==> config.mk <==
export PLATFORM = sky130hd
export DESIGN_NAME = planar_velocity_pd_wrench_core
export DESIGN_NICKNAME = d
export VERILOG_FILES = /design/src/rtl/pvpw_pkg.sv /design/src/rtl/pvpw_div.sv /design/src/rtl/pvpw_sqrt.sv /design/src/rtl/pvpw_datapath.sv /design/src/rtl/pvpw_ctrl.sv /design/src/rtl/planar_velocity_pd_wrench_core.sv
export SDC_FILE = /design/constraint.sdc
export NUM_CORES = 2
export LEC_CHECK = 0
export ABC_AREA = 1
export BUFFER_PORTS_ARGS = -buffer_cell sky130_fd_sc_hd__buf_2
export CORE_MARGIN = 1.5
export CORE_UTILIZATION = 35
export CTS_BUF_LIST = sky130_fd_sc_hd__clkbuf_4 sky130_fd_sc_hd__clkbuf_8
export CTS_CLUSTER_SIZE = 24
export DETAILED_ROUTE_END_ITERATION = 10
export SYNTH_ARGS = -nofsm -noshare
export SYNTH_HDL_FRONTEND = slang
export SYNTH_SLANG_ARGS = --single-unit
==> constraint.sdc <==
create_clock -name i_clk -period 10.9 [get_ports i_clk]
set_input_delay 1.09 -clock i_clk [delete_from_list [all_inputs] [get_ports i_clk]]
set_output_delay 1.09 -clock i_clk [all_outputs]
set_load 0.05 [all_outputs]
==> src/rtl/pvpw_pkg.sv <==
// Shared types, constants and helper functions of the planar velocity PD wrench core.
`default_nettype none

package pvpw_pkg;

    localparam int unsigned ADDR_W      = 5;
    localparam int unsigned DATA_W      = 32;
    localparam int unsigned DIV_NUM_W   = 48;
    localparam int unsigned DIV_DEN_W   = 32;
    localparam int unsigned DIV_CNT_W   = $clog2(DIV_NUM_W);
    localparam int unsigned SQRT_RAD_W  = 42;
    localparam int unsigned SQRT_ROOT_W = SQRT_RAD_W / 2;
    localparam int unsigned SQRT_CNT_W  = $clog2(SQRT_ROOT_W);
    localparam int unsigned MUL_W       = 24;
    localparam int unsigned PROD_W      = 2 * MUL_W;
    localparam int unsigned PC_W        = 6;

    localparam logic [1:0] ACT_CMD  = 2'd0;
    localparam logic [1:0] ACT_ODO  = 2'd1;
    localparam logic [1:0] ACT_TICK = 2'd2;

    localparam logic [2:0] REG_TIMEOUT = 3'd0;
    localparam logic [2:0] REG_LIN_P   = 3'd1;
    localparam logic [2:0] REG_LIN_D   = 3'd2;
    localparam logic [2:0] REG_ANG_P   = 3'd3;
    localparam logic [2:0] REG_ANG_D   = 3'd4;
    localparam logic [2:0] REG_F_LIM   = 3'd5;
    localparam logic [2:0] REG_T_LIM   = 3'd6;

    localparam logic [PC_W-1:0] PC_ODO  = 6'd0;
    localparam logic [PC_W-1:0] PC_TICK = 6'd8;

    localparam logic signed [15:0] COS_ONE  = 16'sd16384;
    localparam logic signed [47:0] PD_LIMIT = 48'sd1048575;

    typedef enum logic [5:0] {
        U_NOP, U_O_WW, U_O_ZZ, U_O_WZ, U_O_DIVC, U_O_COS, U_O_DIVS, U_O_SIN, U_END_ODO,
        U_T_AGE, U_T_CX, U_T_SY, U_T_SX, U_T_CY, U_T_ROT,
        U_T_PX, U_T_DX, U_T_FX, U_T_PY, U_T_DY, U_T_FY, U_T_PA, U_T_DA, U_T_TQ,
        U_T_SQX, U_T_SQY, U_T_LL, U_T_CMP, U_T_SQRT,
        U_T_MX, U_T_DIVX, U_T_AX, U_T_MY, U_T_DIVY, U_T_AY, U_END_TICK
    } t_uop;

    typedef struct packed {
        logic [23:0] timeout;
        logic [15:0] lin_p;
        logic [15:0] lin_d;
        logic [15:0] ang_p;
        logic [15:0] ang_d;
        logic [19:0] force_lim;
        logic [19:0] torque_lim;
    } t_cfg;

    typedef struct packed {
        t_uop uop;
        logic load_cmd;
        logic load_odo;
        logic load_tick;
    } t_dp_cmd;

    typedef struct packed {
        logic busy;
        logic limited;
    } t_dp_stat;

    function automatic t_uop uop_at(input logic [PC_W-1:0] pc);
        t_uop u;
        unique case (pc)
            6'd0:    u = U_O_WW;
            6'd1:    u = U_O_ZZ;
            6'd2:    u = U_O_WZ;
            6'd3:    u = U_O_DIVC;
            6'd4:    u = U_O_COS;
            6'd5:    u = U_O_DIVS;
            6'd6:    u = U_O_SIN;
            6'd7:    u = U_END_ODO;
            6'd8:    u = U_T_AGE;
            6'd9:    u = U_T_CX;
            6'd10:   u = U_T_SY;
            6'd11:   u = U_T_SX;
            6'd12:   u = U_T_CY;
            6'd13:   u = U_T_ROT;
            6'd14:   u = U_T_PX;
            6'd15:   u = U_T_DX;
            6'd16:   u = U_T_FX;
            6'd17:   u = U_T_PY;
            6'd18:   u = U_T_DY;
            6'd19:   u = U_T_FY;
            6'd20:   u = U_T_PA;
            6'd21:   u = U_T_DA;
            6'd22:   u = U_T_TQ;
            6'd23:   u = U_T_SQX;
            6'd24:   u = U_T_SQY;
            6'd25:   u = U_T_LL;
            6'd26:   u = U_T_CMP;
            6'd27:   u = U_T_SQRT;
            6'd28:   u = U_T_MX;
            6'd29:   u = U_T_DIVX;
            6'd30:   u = U_T_AX;
            6'd31:   u = U_T_MY;
            6'd32:   u = U_T_DIVY;
            6'd33:   u = U_T_AY;
            6'd34:   u = U_END_TICK;
            default: u = U_NOP;
        endcase
        return u;
    endfunction

    function automatic logic is_start(input t_uop u);
        return (u == U_O_DIVC) || (u == U_O_DIVS) || (u == U_T_SQRT) ||
               (u == U_T_DIVX) || (u == U_T_DIVY);
    endfunction

    function automatic logic [47:0] abs48(input logic signed [47:0] v);
        return v[47] ? 48'(-v) : 48'(v);
    endfunction

    // Rounds to nearest with ties away from zero.
    function automatic logic signed [47:0] round_shift(input logic signed [47:0] v,
                                                       input int unsigned sh);
        logic [47:0] m;
        m = (abs48(v) + (48'd1 << (sh - 1))) >> sh;
        return v[47] ? -$signed(m) : $signed(m);
    endfunction

    function automatic logic signed [20:0] sat21(input logic signed [47:0] v);
        logic signed [20:0] r;
        if (v > PD_LIMIT) begin
            r = 21'sd1048575;
        end else if (v < -PD_LIMIT) begin
            r = -21'sd1048575;
        end else begin
            r = v[20:0];
        end
        return r;
    endfunction

endpackage

`default_nettype wire

==> src/rtl/pvpw_div.sv <==
// Restoring divider producing one quotient bit per cycle.
`default_nettype none

module pvpw_div (
    input  wire logic                           i_clk,
    input  wire logic                           i_rst_n,
    input  wire logic                           i_start,
    input  wire logic [pvpw_pkg::DIV_NUM_W-1:0] i_dividend,
    input  wire logic [pvpw_pkg::DIV_DEN_W-1:0] i_divisor,
    output logic                                o_busy,
    output logic [pvpw_pkg::DIV_NUM_W-1:0]      o_quotient
);
    import pvpw_pkg::*;

    logic                 r_busy;
    logic [DIV_CNT_W-1:0] r_cnt;
    logic [DIV_DEN_W-1:0] r_rem;
    logic [DIV_DEN_W-1:0] r_dsr;
    logic [DIV_NUM_W-1:0] r_quo;
    logic [DIV_DEN_W:0]   rem_sh;
    logic                 ge;
    logic [DIV_DEN_W-1:0] n_rem;

    always_comb begin
        rem_sh = {r_rem, r_quo[DIV_NUM_W-1]};
        ge     = rem_sh >= {1'b0, r_dsr};
        n_rem  = ge ? DIV_DEN_W'(rem_sh - {1'b0, r_dsr}) : rem_sh[DIV_DEN_W-1:0];
    end

    always_ff @(posedge i_clk) begin
        if (!i_rst_n) begin
            r_busy <= 1'b0;
        end else if (i_start) begin
            r_busy <= 1'b1;
        end else if (r_busy && r_cnt == '0) begin
            r_busy <= 1'b0;
        end
    end

    always_ff @(posedge i_clk) begin
        if (i_start) begin
            r_rem <= '0;
            r_dsr <= i_divisor;
            r_quo <= i_dividend;
            r_cnt <= DIV_CNT_W'(DIV_NUM_W - 1);
        end else if (r_busy) begin
            r_rem <= n_rem;
            r_quo <= {r_quo[DIV_NUM_W-2:0], ge};
            r_cnt <= r_cnt - 1'b1;
        end
    end

    assign o_busy     = r_busy;
    assign o_quotient = r_quo;

endmodule

`default_nettype wire

==> src/rtl/pvpw_sqrt.sv <==
// Floor integer square root, one result bit per cycle.
`default_nettype none

module pvpw_sqrt (
    input  wire logic                             i_clk,
    input  wire logic                             i_rst_n,
    input  wire logic                             i_start,
    input  wire logic [pvpw_pkg::SQRT_RAD_W-1:0]  i_radicand,
    output logic                                  o_busy,
    output logic [pvpw_pkg::SQRT_ROOT_W-1:0]      o_root
);
    import pvpw_pkg::*;

    logic                   r_busy;
    logic [SQRT_CNT_W-1:0]  r_cnt;
    logic [SQRT_RAD_W-1:0]  r_rad;
    logic [SQRT_ROOT_W:0]   r_rem;
    logic [SQRT_ROOT_W-1:0] r_root;
    logic [SQRT_ROOT_W+2:0] rem_sh;
    logic [SQRT_ROOT_W+2:0] trial;
    logic                   ge;

    always_comb begin
        rem_sh = {r_rem, r_rad[SQRT_RAD_W-1 -: 2]};
        trial  = {1'b0, r_root, 2'b01};
        ge     = rem_sh >= trial;
    end

    always_ff @(posedge i_clk) begin
        if (!i_rst_n) begin
            r_busy <= 1'b0;
        end else if (i_start) begin
            r_busy <= 1'b1;
        end else if (r_busy && r_cnt == '0) begin
            r_busy <= 1'b0;
        end
    end

    always_ff @(posedge i_clk) begin
        if (i_start) begin
            r_rad  <= i_radicand;
            r_rem  <= '0;
            r_root <= '0;
            r_cnt  <= SQRT_CNT_W'(SQRT_ROOT_W - 1);
        end else if (r_busy) begin
            r_rad  <= {r_rad[SQRT_RAD_W-3:0], 2'b00};
            r_rem  <= ge ? (SQRT_ROOT_W+1)'(rem_sh - trial) : rem_sh[SQRT_ROOT_W:0];
            r_root <= {r_root[SQRT_ROOT_W-2:0], ge};
            r_cnt  <= r_cnt - 1'b1;
        end
    end

    assign o_busy = r_busy;
    assign o_root = r_root;

endmodule

`default_nettype wire

==> src/rtl/pvpw_datapath.sv <==
// Datapath: stored state, shared multiplier, rounding, saturation and the iterative units.
`default_nettype none

module pvpw_datapath (
    input  wire logic               i_clk,
    input  wire logic               i_rst_n,
    input  wire pvpw_pkg::t_dp_cmd  i_cmd,
    input  wire pvpw_pkg::t_cfg     i_cfg,
    input  wire logic [31:0]        i_stamp_us,
    input  wire logic signed [15:0] i_vel_x,
    input  wire logic signed [15:0] i_vel_y,
    input  wire logic signed [15:0] i_yaw_rate,
    input  wire logic signed [15:0] i_quat_z,
    input  wire logic signed [15:0] i_quat_w,
    output pvpw_pkg::t_dp_stat      o_stat,
    output logic signed [20:0]      o_force_x,
    output logic signed [20:0]      o_force_y,
    output logic signed [20:0]      o_torque_z,
    output logic                    o_command_expired,
    output logic                    o_force_limited
);
    import pvpw_pkg::*;

    logic signed [15:0] r_tgt_x, r_tgt_y, r_tgt_yaw;
    logic [31:0]        r_cmd_stamp;
    logic signed [15:0] r_cos, r_sin;
    logic signed [15:0] r_meas_x, r_meas_y, r_meas_yaw;
    logic signed [15:0] r_qz, r_qw;
    logic [31:0]        r_stamp;

    logic signed [PROD_W-1:0] r_m0, r_m1, r_m2, r_m3;
    logic [31:0]              r_den;
    logic                     r_neg;
    logic signed [17:0]       r_twx, r_twy;
    logic signed [20:0]       r_fx, r_fy, r_tq;
    logic                     r_expired;
    logic                     r_limited;
    logic [SQRT_RAD_W-1:0]    r_sq;

    logic signed [MUL_W-1:0]  mul_a, mul_b;
    logic signed [PROD_W-1:0] product;
    logic signed [15:0]       tx_e, ty_e, tyaw_e;
    logic signed [18:0]       err_x, err_y;
    logic signed [16:0]       err_yaw;
    logic [31:0]              age;
    logic [41:0]              sq;
    logic signed [20:0]       tlim;
    logic [20:0]              abs_fx, abs_fy;
    logic                     div_start;
    logic [DIV_NUM_W-1:0]     dividend;
    logic [DIV_DEN_W-1:0]     divisor;
    logic                     div_busy;
    logic [DIV_NUM_W-1:0]     quo;
    logic                     sqrt_busy;
    logic [SQRT_ROOT_W-1:0]   root;

    always_comb begin
        tx_e    = r_expired ? 16'sd0 : r_tgt_x;
        ty_e    = r_expired ? 16'sd0 : r_tgt_y;
        tyaw_e  = r_expired ? 16'sd0 : r_tgt_yaw;
        err_x   = 19'(r_twx) - 19'(r_meas_x);
        err_y   = 19'(r_twy) - 19'(r_meas_y);
        err_yaw = 17'(tyaw_e) - 17'(r_meas_yaw);
        age     = r_stamp - r_cmd_stamp;
        sq      = r_m0[41:0] + r_m1[41:0];
        tlim    = $signed({1'b0, i_cfg.torque_lim});
        abs_fx  = r_fx[20] ? 21'(-r_fx) : 21'(r_fx);
        abs_fy  = r_fy[20] ? 21'(-r_fy) : 21'(r_fy);
    end

    // Operand selection for the one shared multiplier.
    always_comb begin
        mul_a = '0;
        mul_b = '0;
        unique case (i_cmd.uop)
            U_O_WW:  begin mul_a = MUL_W'(r_qw);  mul_b = MUL_W'(r_qw);  end
            U_O_ZZ:  begin mul_a = MUL_W'(r_qz);  mul_b = MUL_W'(r_qz);  end
            U_O_WZ:  begin mul_a = MUL_W'(r_qw);  mul_b = MUL_W'(r_qz);  end
            U_T_CX:  begin mul_a = MUL_W'(r_cos); mul_b = MUL_W'(tx_e);  end
            U_T_SY:  begin mul_a = MUL_W'(r_sin); mul_b = MUL_W'(ty_e);  end
            U_T_SX:  begin mul_a = MUL_W'(r_sin); mul_b = MUL_W'(tx_e);  end
            U_T_CY:  begin mul_a = MUL_W'(r_cos); mul_b = MUL_W'(ty_e);  end
            U_T_PX:  begin mul_a = $signed(MUL_W'(i_cfg.lin_p)); mul_b = MUL_W'(err_x); end
            U_T_DX:  begin mul_a = $signed(MUL_W'(i_cfg.lin_d)); mul_b = MUL_W'(r_meas_x); end
            U_T_PY:  begin mul_a = $signed(MUL_W'(i_cfg.lin_p)); mul_b = MUL_W'(err_y); end
            U_T_DY:  begin mul_a = $signed(MUL_W'(i_cfg.lin_d)); mul_b = MUL_W'(r_meas_y); end
            U_T_PA:  begin mul_a = $signed(MUL_W'(i_cfg.ang_p)); mul_b = MUL_W'(err_yaw); end
            U_T_DA:  begin
                mul_a = $signed(MUL_W'(i_cfg.ang_d));
                mul_b = MUL_W'(r_meas_yaw);
            end
            U_T_SQX: begin mul_a = MUL_W'(r_fx);  mul_b = MUL_W'(r_fx);  end
            U_T_SQY: begin mul_a = MUL_W'(r_fy);  mul_b = MUL_W'(r_fy);  end
            U_T_LL:  begin
                mul_a = $signed(MUL_W'(i_cfg.force_lim));
                mul_b = $signed(MUL_W'(i_cfg.force_lim));
            end
            U_T_MX:  begin
                mul_a = $signed(MUL_W'(abs_fx));
                mul_b = $signed(MUL_W'(i_cfg.force_lim));
            end
            U_T_MY:  begin
                mul_a = $signed(MUL_W'(abs_fy));
                mul_b = $signed(MUL_W'(i_cfg.force_lim));
            end
            default: begin mul_a = '0; mul_b = '0; end
        endcase
        product = mul_a * mul_b;
    end

    // Divider operands; the half divisor added in gives round-to-nearest for the yaw terms.
    always_comb begin
        div_start = 1'b0;
        dividend  = '0;
        divisor   = r_den;
        unique case (i_cmd.uop)
            U_O_DIVC: begin
                div_start = 1'b1;
                dividend  = (abs48(r_m3) << 14) + DIV_NUM_W'(r_den[31:1]);
            end
            U_O_DIVS: begin
                div_start = 1'b1;
                dividend  = (abs48(r_m2) << 15) + DIV_NUM_W'(r_den[31:1]);
            end
            U_T_DIVX, U_T_DIVY: begin
                div_start = 1'b1;
                dividend  = r_m0;
                divisor   = DIV_DEN_W'(root);
            end
            default: begin
                div_start = 1'b0;
            end
        endcase
    end

    pvpw_div u_div (
        .i_clk      (i_clk),
        .i_rst_n    (i_rst_n),
        .i_start    (div_start),
        .i_dividend (dividend),
        .i_divisor  (divisor),
        .o_busy     (div_busy),
        .o_quotient (quo)
    );

    pvpw_sqrt u_sqrt (
        .i_clk      (i_clk),
        .i_rst_n    (i_rst_n),
        .i_start    (i_cmd.uop == U_T_SQRT),
        .i_radicand (r_sq),
        .o_busy     (sqrt_busy),
        .o_root     (root)
    );

    // Block state that the item sequence relies on from reset.
    always_ff @(posedge i_clk) begin
        if (!i_rst_n) begin
            r_tgt_x     <= '0;
            r_tgt_y     <= '0;
            r_tgt_yaw   <= '0;
            r_cmd_stamp <= '0;
            r_meas_x    <= '0;
            r_meas_y    <= '0;
            r_meas_yaw  <= '0;
            r_cos       <= COS_ONE;
            r_sin       <= '0;
        end else begin
            if (i_cmd.load_cmd) begin
                r_tgt_x     <= i_vel_x;
                r_tgt_y     <= i_vel_y;
                r_tgt_yaw   <= i_yaw_rate;
                r_cmd_stamp <= i_stamp_us;
            end
            if (i_cmd.load_odo) begin
                r_meas_x   <= i_vel_x;
                r_meas_y   <= i_vel_y;
                r_meas_yaw <= i_yaw_rate;
            end
            if (i_cmd.uop == U_O_COS) begin
                r_cos <= (r_den == '0) ? COS_ONE : (r_neg ? 16'(-quo[15:0]) : quo[15:0]);
            end
            if (i_cmd.uop == U_O_SIN) begin
                r_sin <= (r_den == '0) ? 16'sd0 : (r_neg ? 16'(-quo[15:0]) : quo[15:0]);
            end
        end
    end

    always_ff @(posedge i_clk) begin
        if (i_cmd.load_odo) begin
            r_qz <= i_quat_z;
            r_qw <= i_quat_w;
        end
        if (i_cmd.load_tick) begin
            r_stamp <= i_stamp_us;
        end
        unique case (i_cmd.uop)
            U_O_WW, U_T_CX, U_T_PX, U_T_PY, U_T_PA, U_T_MX, U_T_MY: r_m0 <= product;
            U_O_ZZ, U_T_SY, U_T_DX, U_T_DY, U_T_DA, U_T_SQY:        r_m1 <= product;
            U_T_SX, U_T_LL:                                         r_m2 <= product;
            U_T_CY:                                                 r_m3 <= product;
            U_O_WZ: begin
                r_m2  <= product;
                r_m3  <= r_m0 - r_m1;
                r_den <= r_m0[31:0] + r_m1[31:0];
            end
            U_O_DIVC: r_neg <= r_m3[PROD_W-1];
            U_O_DIVS: r_neg <= r_m2[PROD_W-1];
            U_T_AGE:  r_expired <= age > {8'd0, i_cfg.timeout};
            U_T_ROT: begin
                r_twx <= 18'(round_shift(r_m0 - r_m1, 14));
                r_twy <= 18'(round_shift(r_m2 + r_m3, 14));
            end
            U_T_FX: r_fx <= sat21(round_shift(r_m0 - r_m1, 6));
            U_T_FY: r_fy <= sat21(round_shift(r_m0 - r_m1, 6));
            U_T_TQ: r_tq <= sat21(round_shift(r_m0 - r_m1, 6));
            U_T_SQX: begin
                r_m0 <= product;
                if (r_tq > tlim) begin
                    r_tq <= tlim;
                end else if (r_tq < -tlim) begin
                    r_tq <= -tlim;
                end
            end
            U_T_CMP: begin
                r_sq      <= sq;
                r_limited <= sq > r_m2[41:0];
            end
            U_T_AX: r_fx <= r_fx[20] ? -$signed(quo[20:0]) : $signed(quo[20:0]);
            U_T_AY: r_fy <= r_fy[20] ? -$signed(quo[20:0]) : $signed(quo[20:0]);
            default: begin
            end
        endcase
    end

    assign o_stat.busy       = div_busy | sqrt_busy;
    assign o_stat.limited    = r_limited;
    assign o_force_x         = r_fx;
    assign o_force_y         = r_fy;
    assign o_torque_z        = r_tq;
    assign o_command_expired = r_expired;
    assign o_force_limited   = r_limited;

endmodule

`default_nettype wire

==> src/rtl/pvpw_ctrl.sv <==
// Controller: item dispatch and the micro-step sequencer that drives the datapath.
`default_nettype none

module pvpw_ctrl (
    input  wire logic               i_clk,
    input  wire logic               i_rst_n,
    input  wire logic               i_valid,
    input  wire logic [1:0]         i_action,
    output logic                    o_stall,
    output logic                    o_valid,
    input  wire logic               i_stall,
    input  wire pvpw_pkg::t_dp_stat i_stat,
    output pvpw_pkg::t_dp_cmd       o_cmd
);
    import pvpw_pkg::*;

    typedef enum logic [3:0] {
        S_IDLE = 4'b0001,
        S_RUN  = 4'b0010,
        S_WAIT = 4'b0100,
        S_OUT  = 4'b1000
    } t_state;

    t_state          r_state, n_state;
    logic [PC_W-1:0] r_pc, n_pc;
    logic            r_odo_seen, n_odo_seen;
    t_uop            uop;

    always_comb begin
        uop        = uop_at(r_pc);
        n_state    = r_state;
        n_pc       = r_pc;
        n_odo_seen = r_odo_seen;
        o_cmd.uop       = U_NOP;
        o_cmd.load_cmd  = 1'b0;
        o_cmd.load_odo  = 1'b0;
        o_cmd.load_tick = 1'b0;
        unique case (r_state)
            S_IDLE: begin
                if (i_valid) begin
                    unique case (i_action)
                        ACT_CMD: o_cmd.load_cmd = 1'b1;
                        ACT_ODO: begin
                            o_cmd.load_odo = 1'b1;
                            n_odo_seen     = 1'b1;
                            n_pc           = PC_ODO;
                            n_state        = S_RUN;
                        end
                        ACT_TICK: begin
                            o_cmd.load_tick = 1'b1;
                            if (r_odo_seen) begin
                                n_pc    = PC_TICK;
                                n_state = S_RUN;
                            end
                        end
                        default: begin
                        end
                    endcase
                end
            end
            S_RUN: begin
                priority if (uop == U_END_ODO) begin
                    n_state = S_IDLE;
                end else if (uop == U_END_TICK) begin
                    n_state = S_OUT;
                end else if (uop == U_T_SQRT && !i_stat.limited) begin
                    // Within the limit the vector goes out unscaled.
                    n_state = S_OUT;
                end else begin
                    o_cmd.uop = uop;
                    n_pc      = r_pc + 1'b1;
                    if (is_start(uop)) begin
                        n_state = S_WAIT;
                    end
                end
            end
            S_WAIT: begin
                if (!i_stat.busy) begin
                    n_state = S_RUN;
                end
            end
            S_OUT: begin
                if (!i_stall) begin
                    n_state = S_IDLE;
                end
            end
            default: n_state = S_IDLE;
        endcase
    end

    always_ff @(posedge i_clk) begin
        if (!i_rst_n) begin
            r_state    <= S_IDLE;
            r_pc       <= '0;
            r_odo_seen <= 1'b0;
        end else begin
            r_state    <= n_state;
            r_pc       <= n_pc;
            r_odo_seen <= n_odo_seen;
        end
    end

    assign o_stall = (r_state != S_IDLE);
    assign o_valid = (r_state == S_OUT);

endmodule

`default_nettype wire

==> src/rtl/planar_velocity_pd_wrench_core.sv <==
// Top level of the planar velocity PD wrench core: register file, controller and datapath.
`default_nettype none

// Command items are taken without stalling the input. An odometry item runs two passes of
// the shared bit-serial divider that forms the yaw cosine and sine. A control tick skips
// the square root and the divider when the force stays within its limit; when it is
// scaled, it runs the square root and then two more divider passes. One transaction is
// in work at a time; the input is stalled until its result, if any, has been taken.
// Registers sit at byte addresses 4*i and must be written while idle.

module planar_velocity_pd_wrench_core (
    input  wire logic                 i_clk,
    input  wire logic                 i_rst_n,
    input  wire logic                 psel,
    input  wire logic                 penable,
    input  wire logic                 pwrite,
    input  wire logic [4:0]           paddr,
    input  wire logic [31:0]          pwdata,
    output logic [31:0]               prdata,
    output logic                      pready,
    input  wire logic                 i_valid,
    output logic                      o_stall,
    input  wire logic [1:0]           i_action,
    input  wire logic [31:0]          i_stamp_us,
    input  wire logic signed [15:0]   i_vel_x,
    input  wire logic signed [15:0]   i_vel_y,
    input  wire logic signed [15:0]   i_yaw_rate,
    input  wire logic signed [15:0]   i_quat_z,
    input  wire logic signed [15:0]   i_quat_w,
    output logic                      o_valid,
    input  wire logic                 i_stall,
    output logic signed [20:0]        o_force_x,
    output logic signed [20:0]        o_force_y,
    output logic signed [20:0]        o_torque_z,
    output logic                      o_command_expired,
    output logic                      o_force_limited
);
    import pvpw_pkg::*;

    t_cfg       r_cfg;
    logic [2:0] reg_idx;
    logic       wr_en;
    t_dp_cmd    cmd;
    t_dp_stat   stat;

    assign reg_idx = paddr[4:2];
    assign wr_en   = psel & penable & pwrite;
    assign pready  = 1'b1;

    always_ff @(posedge i_clk) begin
        if (!i_rst_n) begin
            r_cfg.timeout    <= 24'd500000;
            r_cfg.lin_p      <= 16'd9600;
            r_cfg.lin_d      <= 16'd1920;
            r_cfg.ang_p      <= 16'd1280;
            r_cfg.ang_d      <= 16'd320;
            r_cfg.force_lim  <= 20'd51200;
            r_cfg.torque_lim <= 20'd7680;
        end else if (wr_en) begin
            unique case (reg_idx)
                REG_TIMEOUT: r_cfg.timeout    <= pwdata[23:0];
                REG_LIN_P:   r_cfg.lin_p      <= pwdata[15:0];
                REG_LIN_D:   r_cfg.lin_d      <= pwdata[15:0];
                REG_ANG_P:   r_cfg.ang_p      <= pwdata[15:0];
                REG_ANG_D:   r_cfg.ang_d      <= pwdata[15:0];
                REG_F_LIM:   r_cfg.force_lim  <= pwdata[19:0];
                REG_T_LIM:   r_cfg.torque_lim <= pwdata[19:0];
                default: begin
                end
            endcase
        end
    end

    always_comb begin
        unique case (reg_idx)
            REG_TIMEOUT: prdata = DATA_W'(r_cfg.timeout);
            REG_LIN_P:   prdata = DATA_W'(r_cfg.lin_p);
            REG_LIN_D:   prdata = DATA_W'(r_cfg.lin_d);
            REG_ANG_P:   prdata = DATA_W'(r_cfg.ang_p);
            REG_ANG_D:   prdata = DATA_W'(r_cfg.ang_d);
            REG_F_LIM:   prdata = DATA_W'(r_cfg.force_lim);
            REG_T_LIM:   prdata = DATA_W'(r_cfg.torque_lim);
            default:     prdata = '0;
        endcase
    end

    pvpw_ctrl u_ctrl (
        .i_clk    (i_clk),
        .i_rst_n  (i_rst_n),
        .i_valid  (i_valid),
        .i_action (i_action),
        .o_stall  (o_stall),
        .o_valid  (o_valid),
        .i_stall  (i_stall),
        .i_stat   (stat),
        .o_cmd    (cmd)
    );

    pvpw_datapath u_dp (
        .i_clk             (i_clk),
        .i_rst_n           (i_rst_n),
        .i_cmd             (cmd),
        .i_cfg             (r_cfg),
        .i_stamp_us        (i_stamp_us),
        .i_vel_x           (i_vel_x),
        .i_vel_y           (i_vel_y),
        .i_yaw_rate        (i_yaw_rate),
        .i_quat_z          (i_quat_z),
        .i_quat_w          (i_quat_w),
        .o_stat            (stat),
        .o_force_x         (o_force_x),
        .o_force_y         (o_force_y),
        .o_torque_z        (o_torque_z),
        .o_command_expired (o_command_expired),
        .o_force_limited   (o_force_limited)
    );

endmodule

`default_nettype wire

# Word-level counts from Yosys, hierarchy flattened
# Memory sizes are Yosys's and may differ from the RTL's. A register that Yosys moved wholly into a read port is not among the register bits.
# Index checks and enable logic that the tools add are counted.
# totals
regBits,941
latchBits,0
ram_bits,0
mem_bits_ro,384
input_bits,158
output_inout_bits,100
wordCells,271
mem_count,1
# op_classes
add_sub_neg,30
n_mul,1
div,0
magnitude_cmp,8
eq_ne,63
shift,0
muxes,70
bitwise,3
reduce_logical,48
# mem_list
name,words,width,read_ports,rd_ports_with_merged_regs,write_ports,line,source
(name not given),64,6,1,1,0,pvpw_pkg.sv:68,unique case (pc)
# ops
operator,count
24-bit one-hot mux with 13 select lines,2
48-bit two-way mux,4
21-bit two-way mux,9
24-bit one-hot mux with 7 select lines,1
48-bit one-hot mux with 3 select lines,1
21-bit one-hot mux with 2 select lines,3
6-bit by 5-bit equality test with 1-bit output (second input constant),18
48-bit by 31-bit adder with 48-bit output,2
16-bit two-way mux,6
48-bit one-hot mux with 2 select lines,1
42-bit two-way mux,2
6-bit two-way mux,11
32-bit by 14-bit adder with 32-bit output (second input constant),2
32-bit two-way mux,2
32-bit subtractor,2
21-bit negator,3
48-bit adder,1
48-bit by 6-bit adder with 48-bit output (second input constant),1
6-bit by 4-bit equality test with 1-bit output (second input constant),8
48-bit by 21-bit > comparator with 1-bit output (second input constant),1
48-bit by 21-bit less-than comparator with 1-bit output (second input constant),1
24-bit by 24-bit multiplier with 48-bit output,1
42-bit negator with 48-bit output,1
48-bit negator,1
other kinds (71),139

# Depth between registers and ports, before layout
# logic_depth
word_depth,11
depth_mapped,66

# Modules after synthesis
# From an unflattened synthesis, not the netlist that was laid out.
# hier_totals
cells_unflattened,12602
area_unflattened_um2,90599.4
# by_module_without_submodules
module,n_inst,cells_per_inst,area_each_um2,seq_area_each_um2
pvpw_datapath,1,9679,70617.7,16175.5
pvpw_div,1,1059,7505.9,3183.1
planar_velocity_pd_wrench_core,1,999,6256.0,2562.5
pvpw_sqrt,1,685,5049.8,2242.2
pvpw_ctrl,1,180,1169.9,340.3

# Worst setup path before layout
# No wires, ideal clock.
# synth_path
path_kind,reg-to-reg
start,"reg u_dp.r_expired, in the netlist u_dp.o_command_expired"
end,"reg u_dp.r_m3[44], data pin"
setup_ps,267
arrival_time_ps,10454
required_time_ps,10633
path_slack_ps,180
path_stages_with_launch,67
synth_period_minus_slack_ps,10720
cell_sequence,edfxtp_1 > clkbuf_1 > buf_1 > nor2_1 > ha_1 > inv_1 > o31ai_1 > a21oi_1 > nor2_1 > nor2_1 > nor2_1 > o21ai_0 > nand2_1 > inv_1 > nor2_1 > nor2_1 > nor2_1 > nor2_1 > (+31 left out) > o21ai_0 > nand3_1 > nand2_1 > nand3_1 > nand2_1 > nand2_1 > o211ai_1 > nand2_1 > inv_1 > nor2_1 > o311ai_0 > nand2_1 > nand2_1 > nand3_1 > o211ai_1 > xor2_1 > nand2_1 > o21ai_0
# synth_via
elab_chain_cells,5
elab_cells_between_ends,7
cone_classes,1 x add/sub; 1 x mul; 5 x mux
# synth_rtl
item,line,source
start: declaration,pvpw_datapath.sv:36,logic r_expired;
start signal: assignment,pvpw_datapath.sv:208,"U_T_AGE: r_expired <= age > {8'd0, i_cfg.timeout};"
16-bit two-way mux,pvpw_datapath.sv:60,tyaw_e = r_expired ? 16'sd0 : r_tgt_yaw;
16-bit by 16-bit subtractor with 17-bit output,pvpw_datapath.sv:63,err_yaw = 17'(tyaw_e) - 17'(r_meas_yaw);
24-bit one-hot mux with 13 select lines *,pvpw_datapath.sv:75,unique case (i_cmd.uop)
24-bit by 24-bit multiplier with 48-bit output *,pvpw_datapath.sv:108,product = mul_a * mul_b;
net u_dp.product[44],pvpw_datapath.sv:41,logic signed [PROD_W-1:0] product;
48-bit one-hot mux with 2 select lines *,pvpw_datapath.sv:196,unique case (i_cmd.uop)
end signal: assignment,pvpw_datapath.sv:200,U_T_CY: r_m3 <= product;
end signal: assignment,pvpw_datapath.sv:203,r_m3 <= r_m0 - r_m1;
end: declaration,pvpw_datapath.sv:31,"logic signed [PROD_W-1:0] r_m0, r_m1, r_m2, r_m3;"
# Mark *: on every way through the listed nets, which the timed path passes. The rest lies on a longest branch.
# A chain may end at the register's enable or synchronous reset.

# Worst setup path in the final report
# layout_path
start,"reg u_dp.r_fx[2], in the netlist u_dp.o_force_x[2]"
end,"reg u_dp.r_m3[47], data pin"
# layout_via
elab_chain_cells,5
elab_cells_between_ends,6
cone_classes,1 x add/sub; 1 x mul; 4 x mux
# layout_rtl
item,line,source
start: declaration,pvpw_datapath.sv:35,"logic signed [20:0] r_fx, r_fy, r_tq;"
start signal: assignment,pvpw_datapath.sv:213,"U_T_FX: r_fx <= sat21(round_shift(r_m0 - r_m1, 6));"
start signal: assignment,pvpw_datapath.sv:228,U_T_AX: r_fx <= r_fx[20] ? -$signed(quo[20:0]) : $signed(quo[20:0]);
21-bit negator,pvpw_datapath.sv:67,abs_fx = r_fx[20] ? 21'(-r_fx) : 21'(r_fx);
21-bit two-way mux,pvpw_datapath.sv:67,
24-bit one-hot mux with 13 select lines,pvpw_datapath.sv:75,
24-bit by 24-bit multiplier with 48-bit output *,pvpw_datapath.sv:108,
net u_dp.product[47],pvpw_datapath.sv:41,
48-bit one-hot mux with 2 select lines *,pvpw_datapath.sv:196,
# Marks and branches as above.

==> flow_summary.ini <==
[drt]
drc_errors = 0
ant_nets = 0
drtPass1Iterations = 8
dr_total_vias = 80040
vias_per_cell = 5.192
routedWlPerCell_um = 21.54
dr.first_iter.drc_count = 7999
wl_um = 332000

[placed_design]
dp_cells = 15060
gp_congestion = 1.052
place_area_sq_um = 93510
dp_hpwl_um = 271800
portBuffers = 238

[power]
peakVddDrop_uv = 153.9
p_comb_share_pct = 29.3
swShare_pct = 36.76
power_frac_seq_pct = 35.6
power_density_nw_per_um2 = 117.2
leakage_nw = 46.45
p_int_mw = 7.290
clkPwrFrac_pct = 35.1
power.switching_mw = 4.238

[timing]
slew_viol_final = 0
setup_viol = 0
worstMarginPinSlew_ns = 1.283
min_period_ns = 10.33
finalHoldViolations = 0
max_freq_ghz = 0.09682
relSlewSlack_pct = 14.00
skew_ns = 0.07019
post-route-period-util_pct = 94.76

[die]
io_pins = 258
start_util_pct = 35.26
core_sq_um = 246200
num_rows = 182
dieArea_sq_um = 251000
die_w_um = 501.0
die_y_um = 501.0

[setup_path]
max_stage_delay_ns = 0.58
critPathSlowestCell = edfxtp_1
worst-path-buf-inv = 10
worstPathMaxFanout = 8
cp-start-kind = flop
worst_ep_required_time_ns = 11.62
arrival_ns = 11.05
endpoint_kind = flop
cp_top_family = adder cells
crit_top_cell = inv_1
criticalPathCategory = reg -> reg

[cts]
clk_latency_ns = 1.03
cts_buffer_depth = 3
cts-htree-levels = 4
cts_tree = done
clk_pin_slew_worst_paths_ns = 0.06
clock_sinks = 947
cts_root_buf = clkbuf_8
cts_buffers = 175

[synth]
yosysUniqueCellTypes = 70
syn_area_per_cell_sq_um = 7.538
syn_inst = 11520
synthFlopType = edfxtp_1
synth_edf_count = 554
ys_ff_latch = 947
syn-cell-area_sq_um = 86810
async_flop_share_pct = 0
ys_seq_area_share_pct = 28.23
synth_warnings = 0

[grt]
grt_pass1_vias = 75060
grt_pass1_wl_um = 485400
grt_use_total_pct = 25.94
grt_overflow = 0
antenna_found_initial = 14
grt_max_degree = 124

[final_layout]
drive_gt1_share_pct = 10.71
fillers = 25650
layout.cells.non_filler = 15420
utilization_pct = 39.96
final_area_sq_um = 98380
nets = 13250
syn_to_final_growth_pct = 13.33

[flow_run]
maxCapViolCount = 0

[status]
status = finished clean

[worst_hold_path]
min_path_type = in -> reg
-- metrics by stage --
| step | hold slack (ns) | total power [mW] | worst slack (ns) | setup TNS [ns] |
|---|---|---|---|---|
| 2_1_floorplan | 0.4237 | 6.277 | 0.1797 | 0 |
| 3_3_place_gp | 0.4340 | 7.410 | -0.007872 | -0.007872 |
| 3_5_place_dp | 0.4369 | 7.426 | 0.02004 | 0 |
| 4_1_cts | 0.1591 | 11.48 | 0.02371 | 0 |
| 5_1_grt | 0.2027 | 12.07 | -0.09740 | -0.3775 |
| 6_report | 0.2278 | 11.53 | 0.5715 | 0 |
-- cell usage in the layout, fill, tap and decap left out, types with 36 or more instances in the layout --
cell type,count
a211oi_1,36
a21oi_1,732
a221oi_1,36
buf_2,237
buf_4,319
clkbuf_4,56
clkbuf_8,186
clkinv_1,48
dfxtp_1,393
edfxtp_1,554
fa_1,580
ha_1,556
inv_1,2017
inv_2,58
nand2_1,2535
nand2_2,101
nand3_1,458
nand4_1,142
nor2_1,964
nor2_2,68
nor3_1,102
o2111ai_1,43
o211ai_1,67
o21ai_0,677
o22ai_1,103
or2_2,41
xnor2_1,130
xor2_1,299
-- cell usage after synthesis, drive strengths merged, types with 30 or more instances --
library cell     n  share of area [%]
a21oi          753                4.4
edfxtp         554                 19
nor2          1052                4.8
dfxtp          393                9.1
or2             42               0.30
nand4          144                1.1
buf             70               0.49
xor2           301                3.0
o22ai          103               0.74
clkbuf         271                1.2
o21bai          30               0.26
nand2         2639                 12
nor3           123               0.73
o2111ai         48               0.48
nand3          478                2.8
o211ai          67               0.58
a31oi           33               0.24
ha             564                8.1
xnor2          130                1.3
o21ai          710                4.1
nor4            42               0.31
inv           2082                9.0
fa             583                 13
a221oi          36               0.36
a211oi          39               0.34
-- state kept, by name (all words and copies together) (netlist names), 22 cells and up --
name and count:
u_dp.u_div.o_quotient 48, u_dp.r_m2 48, u_dp.u_sqrt.r_rad 42, u_dp.u_sqrt.r_rem 22, u_dp.r_m0 48, u_dp.r_sq 42
u_dp.r_den 32, u_dp.r_cmd_stamp 32, u_dp.u_div.r_dsr 32, r_cfg 128, u_dp.r_stamp 32, u_dp.r_m3 48
u_dp.r_m1 48, u_dp.u_div.r_rem 32
-- per-layer routing --
| layer | vias to the layer above | routed length (um) | track usage (%) | part of all wire, % |
|---|---|---|---|---|
| met5 | - | 49 | 0 | 0.015 |
| met4 | 8 | 15350 | 10.91 | 4.6 |
| met3 | 630 | 29900 | 5.228 | 9.0 |
| met2 | 3299 | 147100 | 40.85 | 44 |
| met1 | 38020 | 139600 | 34.48 | 42 |
| li1 | 38080 | - | - | - |
-- power groups by stage --
stage               clock network (mW)  registers, mW  logic, mW
floorplan                            0           4.11       2.17
global placement                     0           4.17       3.24
detailed placement                   0           4.17       3.26
CTS                               4.11           4.09       3.28
global route                      4.26           4.10       3.72
finish                            4.05           4.10       3.38
-- kinds of logic (layout without fill, tap and decap cells) --
| group | count (synthesis) | in the layout | synth area share [%] |
|---|---|---|---|
| buffers and inverters | 2446 | 3019 | 10.76 |
| AND/OR/NAND/NOR | 4566 | 4566 | 22.09 |
| flip-flops | 947 | 947 | 28.23 |
| AO/OA/AOI/OAI | 1978 | 1978 | 12.99 |
| XOR/XNOR | 431 | 431 | 4.348 |
| adder cells (fa/ha/maj) | 1147 | 1147 | 21.57 |
| other | 2 | 15 | 0.008651 |
-- final timing paths --
kind                                                        from                          endpoint  slack [ns]  cells after the start
worst min register to register  u_dp.r_cmd_stamp[0]$_SDFFE_PN0P_  u_dp.r_cmd_stamp[0]$_SDFFE_PN0P_        0.45                      2
worst min-delay path                                 i_quat_z[6]            u_dp.r_qz[6]$_DFFE_PP_        0.23                      1
worst max-delay path                 u_dp.o_force_x[2]$_DFFE_PP_           u_dp.r_m3[47]$_DFFE_PP_        0.57                     47
worst max register to register       u_dp.o_force_x[2]$_DFFE_PP_           u_dp.r_m3[47]$_DFFE_PP_        0.57                     47
-- worst register-to-register path: cells and delay by family (launching register included) --
| family | cells | cell delay [ns] |
|---|---|---|
| fa+ha+maj | 8 | 3.64 |
| compound gates | 14 | 2.57 |
| simple gates | 14 | 2.02 |
| buf+inv | 10 | 1.11 |
| flops | 1 | 0.58 |
| xor+xnor | 1 | 0.15 |
-- layout make-up --
class	instances	area, sq um	area share, %
Multi-Input combinational cell	8131	53640	54.53
Sequential cell	947	24500	24.91
Inverter	2105	7946	8.077
Tap cell	3312	4144	4.212
Timing Repair Buffer	585	4059	4.126
Clock buffer	242	2980	3.030
Clock inverter	87	1089	1.106
Antenna cell	6	15.01	0.01526
-- what timing repair did --
item / 4_1_cts / 5_1_grt
endpoints found under the setup margin: 5 / 80
endpoints found under the hold margin: 0 / 0
setup buffers: 0 / 22
pin swaps: 0 / 30
hold buffers: 0 / 0
gates resized for setup: 1 / 158
No activity file was read; power rests on OpenSTA's default activity.
